[src/rtl/pesq_pkg.sv]
// pesq_pkg: shared constants, request codes and controller/datapath structs
// for the per-expert sum-of-squares accumulator
// no dependencies
`timescale 1ns / 1ps

package pesq_pkg;

    // default sizes of the store
    localparam int MAX_EXPERTS_DEF = 16;
    localparam int MAX_COLUMNS_DEF = 1024;

    // field widths
    localparam int EXPERT_W = 4;
    localparam int COLUMN_W = 10;
    localparam int SAMPLE_W = 16;
    localparam int SQ_W     = 31;
    localparam int SUM_W    = 48;
    localparam int CNT_W    = 32;

    // stream widths
    localparam int S_TDATA_W = 32;
    localparam int M_TDATA_W = 80;

    // configuration registers
    localparam int NEXP_W     = 5;
    localparam int NCOL_W     = 11;
    localparam int CFG_IDX_W  = 1;
    localparam int CFG_DATA_W = 11;

    localparam logic [CFG_IDX_W-1:0] REG_NUM_EXPERTS = 1'b0;
    localparam logic [CFG_IDX_W-1:0] REG_NUM_COLUMNS = 1'b1;

    localparam logic [NEXP_W-1:0] NUM_EXPERTS_RST = 5'd16;
    localparam logic [NCOL_W-1:0] NUM_COLUMNS_RST = 11'd1024;

    // request kinds carried on s_tuser
    localparam logic REQ_ACCUMULATE = 1'b0;
    localparam logic REQ_READOUT    = 1'b1;

    // controller to datapath
    typedef struct packed {
        logic clear_wr;
        logic take;
        logic rd_en;
        logic acc_wr;
        logic div_start;
        logic out_load;
    } dp_cmd_t;

    // datapath to controller
    typedef struct packed {
        logic clear_last;
        logic is_readout;
        logic need_div;
        logic div_done;
        logic out_free;
    } dp_status_t;

endpackage

[src/rtl/pesq_ctrl.sv]
// pesq_ctrl: controller state machine - clearing sweep, item sequencing,
// divide wait and result hand-off
// depends on pesq_pkg
`timescale 1ns / 1ps

module pesq_ctrl
    import pesq_pkg::*;
(
    input  logic       aclk,
    input  logic       aresetn,
    input  logic       s_tvalid,
    output logic       s_tready,
    input  dp_status_t sts,
    output dp_cmd_t    cmd
);

    typedef enum logic [2:0] {
        S_CLEAR,
        S_IDLE,
        S_READ,
        S_EXEC,
        S_DIVIDE,
        S_FINISH
    } state_t;

    state_t state_reg;
    logic   ready_reg;

    always_ff @(posedge aclk) begin
        if (!aresetn) begin
            state_reg <= S_CLEAR;
            ready_reg <= 1'b0;
        end else begin
            case (state_reg)
                S_CLEAR: begin
                    if (sts.clear_last) begin
                        state_reg <= S_IDLE;
                        ready_reg <= 1'b1;
                    end
                end
                S_IDLE: begin
                    if (s_tvalid && ready_reg) begin
                        state_reg <= S_READ;
                        ready_reg <= 1'b0;
                    end
                end
                S_READ: begin
                    state_reg <= S_EXEC;
                end
                S_EXEC: begin
                    if (!sts.is_readout) begin
                        state_reg <= S_IDLE;
                        ready_reg <= 1'b1;
                    end else if (sts.need_div) begin
                        state_reg <= S_DIVIDE;
                    end else begin
                        state_reg <= S_FINISH;
                    end
                end
                S_DIVIDE: begin
                    if (sts.div_done) begin
                        state_reg <= S_FINISH;
                    end
                end
                S_FINISH: begin
                    if (sts.out_free) begin
                        state_reg <= S_IDLE;
                        ready_reg <= 1'b1;
                    end
                end
                default: begin
                    state_reg <= S_CLEAR;
                    ready_reg <= 1'b0;
                end
            endcase
        end
    end

    always_comb begin
        cmd = '0;
        case (state_reg)
            S_CLEAR:  cmd.clear_wr = 1'b1;
            S_IDLE:   cmd.take = s_tvalid && ready_reg;
            S_READ:   cmd.rd_en = 1'b1;
            S_EXEC: begin
                cmd.acc_wr    = !sts.is_readout;
                cmd.div_start = sts.is_readout && sts.need_div;
            end
            S_FINISH: cmd.out_load = sts.out_free;
            default:  cmd = '0;
        endcase
    end

    assign s_tready = ready_reg;

    // reset always restarts the clearing sweep
    a_reset_clears: assert property (@(posedge aclk)
        !aresetn |=> state_reg == S_CLEAR)
        else $error("reset did not restart the clearing sweep");

    // items are only taken while idle
    a_ready_idle: assert property (@(posedge aclk) disable iff (!aresetn)
        ready_reg |-> state_reg == S_IDLE)
        else $error("ready raised outside idle");

    // an accepted item goes straight to the store read
    a_accept_read: assert property (@(posedge aclk) disable iff (!aresetn)
        (s_tvalid && ready_reg) |=> state_reg == S_READ)
        else $error("accepted item did not start a read");

    // divider only finishes while it is being waited for
    a_div_done: assert property (@(posedge aclk) disable iff (!aresetn)
        sts.div_done |-> state_reg == S_DIVIDE)
        else $error("divider finished outside the divide wait");

    // a readout result is loaded only when the output register is free
    a_out_free: assert property (@(posedge aclk) disable iff (!aresetn)
        cmd.out_load |-> sts.out_free && sts.is_readout)
        else $error("result loaded into a busy output register");

endmodule

[config.mk]
export PLATFORM = sky130hd
export DESIGN_NAME = pesq_ctrl
export DESIGN_NICKNAME = d
export VERILOG_FILES = /design/src/rtl/pesq_pkg.sv /design/src/rtl/pesq_ctrl.sv
export SDC_FILE = /design/constraint.sdc
export NUM_CORES = 1
export LEC_CHECK = 0
export BUFFER_PORTS_ARGS = -buffer_cell sky130_fd_sc_hd__buf_2
export CORE_AREA = 2 2 39 41
export CTS_BUF_LIST = sky130_fd_sc_hd__clkbuf_2
export DETAILED_ROUTE_END_ITERATION = 6
export DIE_AREA = 0 0 41 43
export PLACE_DENSITY = 0.49
export SLEW_MARGIN = 20
export SYNTH_ARGS = -nofsm -noshare
export SYNTH_HDL_FRONTEND = slang
export SYNTH_SLANG_ARGS = --single-unit
[constraint.sdc]
create_clock -name aclk -period 1 [get_ports aclk]
set_input_delay 0.15 -clock aclk [delete_from_list [all_inputs] [get_ports aclk]]
set_output_delay 0.15 -clock aclk [all_outputs]
set_load 0.02 [all_outputs]
After elaboration in Yosys (flattened, before gate mapping)
Cells that the tools add are included.

storage, ports and cells
  output and inout bits = 7
  word-level logic and storage cells = 37
  flip-flop bits (word level) = 4
  bits of input ports = 8

cells by class
  equality and inequality tests = 10
  reductions and logical operators = 7
  bitwise logic cells = 1
  multiplexer cells = 17

operators with widths
  operator              number
  $pmux W3 S6           1
  $mux W3               5
  $ne A2 B2 Y1 const B  5
  $mux W1               9
  $eq A3 B2 Y1 const B  2
  $eq A3 B3 Y1 const B  2
  $pmux W1 S5           1
  $reduce_and A5 Y1     1
  $reduce_and A4 Y1     1
  $eq A3 B1 Y1 const B  1
  $logic_not A3 Y1      1
  $logic_and A1 B1 Y1   2
  $mux W2               1
  $reduce_or A2 Y1      1
  $logic_not A1 Y1      1
  $not A1 Y1            1

Longest topological paths before layout
  depth in word-level cells = 4
  depth in mapped cells = 5
  depth with buffers taken out = 4

Worst setup path before layout
OpenSTA, ideal clock, no wires.

  kind = register to output
  start point = register ready_reg (netlist: s_tready)
  end point = output port cmd[4] in the netlist's numbering
  setup slack = -0.194 ns
  stages on the path, launching flop included = 3
  data arrival time = 1.044 ns
  data required time = 0.850 ns
  buffers on the path = 0
  path through = dfxtp_1 > nand3_2 > nor3_1

RTL lines
  element                   RTL line         source
  start: declaration        pesq_ctrl.sv:27  logic ready_reg;
  start signal: assignment  pesq_ctrl.sv:32  ready_reg <= 1'b0;
  start signal: assignment  pesq_ctrl.sv:38  ready_reg <= 1'b1;
  start signal: assignment  pesq_ctrl.sv:44  ready_reg <= 1'b0;
  end: declaration          pesq_ctrl.sv:14  output dp_cmd_t cmd

==> flow_metrics.py <==
metrics = {
    "clock_tree": {
        "clk_pin_slew_ns": 0.05,
        "cts_buffer_depth": 2,
        "h-tree-depth": 1,
        "cts_tree": "yes",
        "cts.sinks": 4,
        "worstSkewPairLatency_ns": 0.23,
        "cts-root-buf": "clkbuf_2",
        "cts_buffers": 3,
    },
    "yosys": {
        "synth_nets": 50,
        "yosys-top-cells-area": "dfxtp_1 21%, buf_6 8.9%, nor2b_4 7.3%",
        "synth_top_area_share_pct": 21.1,
        "yosysUniqueCellTypes": 25,
        "ys_ff_latch": 4,
        "netlist_area_sq_um": 379,
        "ys_seq_area_share_pct": 21.1,
        "synth_top_area_cell": "dfxtp_1",
        "netlist_instances": 42,
        "syn_avg_cell_area_sq_um": 9.03,
        "yosys_warnings": 0,
    },
    "worst_hold_path": {
        "min_path_type": "in -> reg",
    },
    "placement": {
        "port_buffers": 14,
        "place_congestion": 0.714,
        "place_hpwl_um": 747,
        "place_inst": 83,
    },
    "critical_path": {
        "crit_required_ns": 0.85,
        "cp_data_arrival_time_ns": 1.08,
        "cp-start-kind": "flip-flop",
        "path_class": "reg -> out",
        "crit_path_max_fanout": 5,
        "worstSetupEndpointType": "output port",
    },
    "route": {
        "dr.pass1.iters": 3,
        "drc": 0,
        "met1_length_um": 436,
        "vias": 421,
        "met2WireLength_um": 560,
        "wl_per_cell_um": 11.6,
        "highest_layer": "met4",
        "route.met3.wl_um": 54,
        "via_per_inst": 4.58,
        "drt-initial-drc-count": 6,
        "ant_nets": 0,
        "drt-total-wl_um": 1070,
    },
    "power": {
        "internal_power_w": 0.000720,
        "p_leak_nw": 0.336,
        "switching_share_pct": 38.0,
        "power_density_nw_per_um2": 1550,
        "seqPwrFrac_pct": 20.7,
        "p_clk_share_pct": 13.9,
        "switchingPower_w": 0.000441,
        "fin_total_pwr_w": 0.00116,
        "pwr-share-comb_pct": 65.4,
        "ir_drop_uv": 639,
    },
    "outcome": {
        "outcome": "complete, but fails checks",
        "violations": "negative setup slack",
    },
    "final_layout": {
        "drive_above_1_share_pct": 81.6,
        "nets": 86,
        "utilization_pct": 54.2,
        "syn2layout_area_growth_pct": 98.0,
        "fillers": 125,
        "largest_reg_flops": 3,
        "stdcell_count": 92,
        "antennaDiodeCount": 0,
    },
    "timing": {
        "hold_violations": 0,
        "skew_ns": 0.000701,
        "setup_viol": 10,
        "rsz0062_at_grt": "yes",
        "worst_slack_ns": -0.230,
        "timing.hold.ws_ns": 0.199,
        "fin_crit_ns": 1.23,
        "max_freq_mhz": 813,
        "slew_violations": 0,
        "fin_crit_sh_pct": 123,
        "tightestPinTransition_ns": 0.269,
        "maxSlewHeadroom_pct": 82.1,
    },
    "floorplan": {
        "ios": 15,
        "dieArea_sq_um": 1760,
        "rows": 14,
        "start_util_pct": 27.4,
        "die_y_um": 43,
        "die_w_um": 41,
        "core_area_sq_um": 1380,
    },
    "global_routing": {
        "gr-total-overflow": 0,
        "grt_pass1_vias": 414,
        "antenna_found_initial": 0,
        "track_usage_pct": 15.2,
        "grt_pass1_wl_um": 1740,
        "grt_max_degree": 7,
    },
    "job": {
        "drv_cap": 0,
    },
}
-- power groups by stage --
stage	clock [W]	combinational [W]	sequential, W
floorplan	0	0.000310	0.000228
global placement	0	0.000503	0.000232
detailed placement	0	0.000503	0.000233
CTS	0.000159	0.000660	0.000237
global route	0.000170	0.000816	0.000243
finish	0.000161	0.000759	0.000241
-- placed cells by master, fill, tap and decap left out, drive strengths merged --
cell	instances
o21a	1
nand2	4
a221oi	1
nor2b	2
nor3b	1
and4	1
nand2b	3
o32ai	1
xor2	1
dfxtp	4
nor2	5
nand3	2
o2111a	1
and2	1
buf	34
a32oi	1
nand3b	1
clkbuf	3
a21oi	1
nor3	3
a22oi	1
inv	3
o21ai	1
-- critical path, stage by stage (launching register included) --
cell	delay [ns]
dfxtp_2	0.35
nor2b_4	0.17
and4_4	0.21
buf_6	0.11
-- layer usage --
metal / GRT usage [%] / vias up
met5: 0 / -
met4: 10.0 / 0
met3: 4.71 / 2
met2: 23.1 / 12
met1: 17.1 / 190
li1: - / 217
-- path summary, 6_finish.rpt --
kind	startpoint	end	slack, ns	cells past startpoint
worst max register to register	state_reg[0]$_SDFFE_PN0P_	s_tready$_SDFFE_PN0P_	-0.14	5
worst max-delay path	state_reg[1]$_SDFFE_PN0P_	cmd[1]	-0.23	3
worst min-delay path	aresetn	state_reg[2]$_SDFFE_PN0P_	0.20	3
worst min register to register	state_reg[2]$_SDFFE_PN0P_	state_reg[0]$_SDFFE_PN0P_	0.67	3
-- synthesized netlist by cell type, drive strengths merged --
| library cell | count |
|---|---|
| nand3 | 2 |
| nand2b | 3 |
| a21oi | 1 |
| nand2 | 4 |
| and4 | 1 |
| o21ai | 1 |
| a221oi | 1 |
| a22oi | 1 |
| nor2 | 5 |
| inv | 3 |
| nand3b | 1 |
| and2 | 1 |
| xor2 | 1 |
| buf | 3 |
| o21a | 1 |
| nor3 | 3 |
| nor2b | 2 |
| o2111a | 1 |
| a32oi | 1 |
| nor3b | 1 |
| o32ai | 1 |
| dfxtp | 4 |
-- cells by family (layout without fill, tap and decap cells) --
kind of cell,after synthesis,in the layout,synth area share (%)
flip-flops,4,4,21.1
AO/OA/AOI/OAI,8,8,22.4
AND/OR/NAND/NOR,23,23,42.2
XOR/XNOR,1,1,2.31
buffers and inverters,6,40,11.9
-- what timing repair did --
action                     in CTS  in global routing
gates resized for setup        25                  6
hold buffers                    0                  0
buffers inserted                4                  2
setup endpoints to repair      10                 11
pin swaps                       6                  2
-- final cells by class --
class                   instances  area, sq um  area share [%]
inverters                       3         11.3            1.50
clock buffers                   3         15.0            2.00
multi-input cells              32          330            44.0
repair buffers                 34          284            37.8
flip-flops and latches          4         90.1            12.0
well taps                      16         20.0            2.67
-- through the flow --
step                setup TNS [ns]  instance area [sq um]  setup WS, ns
global placement             -1.14                    566        -0.227
CTS                          -1.55                    696        -0.228
global route                 -2.13                    751        -0.277
detailed placement           -1.16                    566        -0.226
finish                       -1.71                    751        -0.230
floorplan                   -0.184                    404       -0.0523
Note: power is estimated with default switching activity, not from simulation.
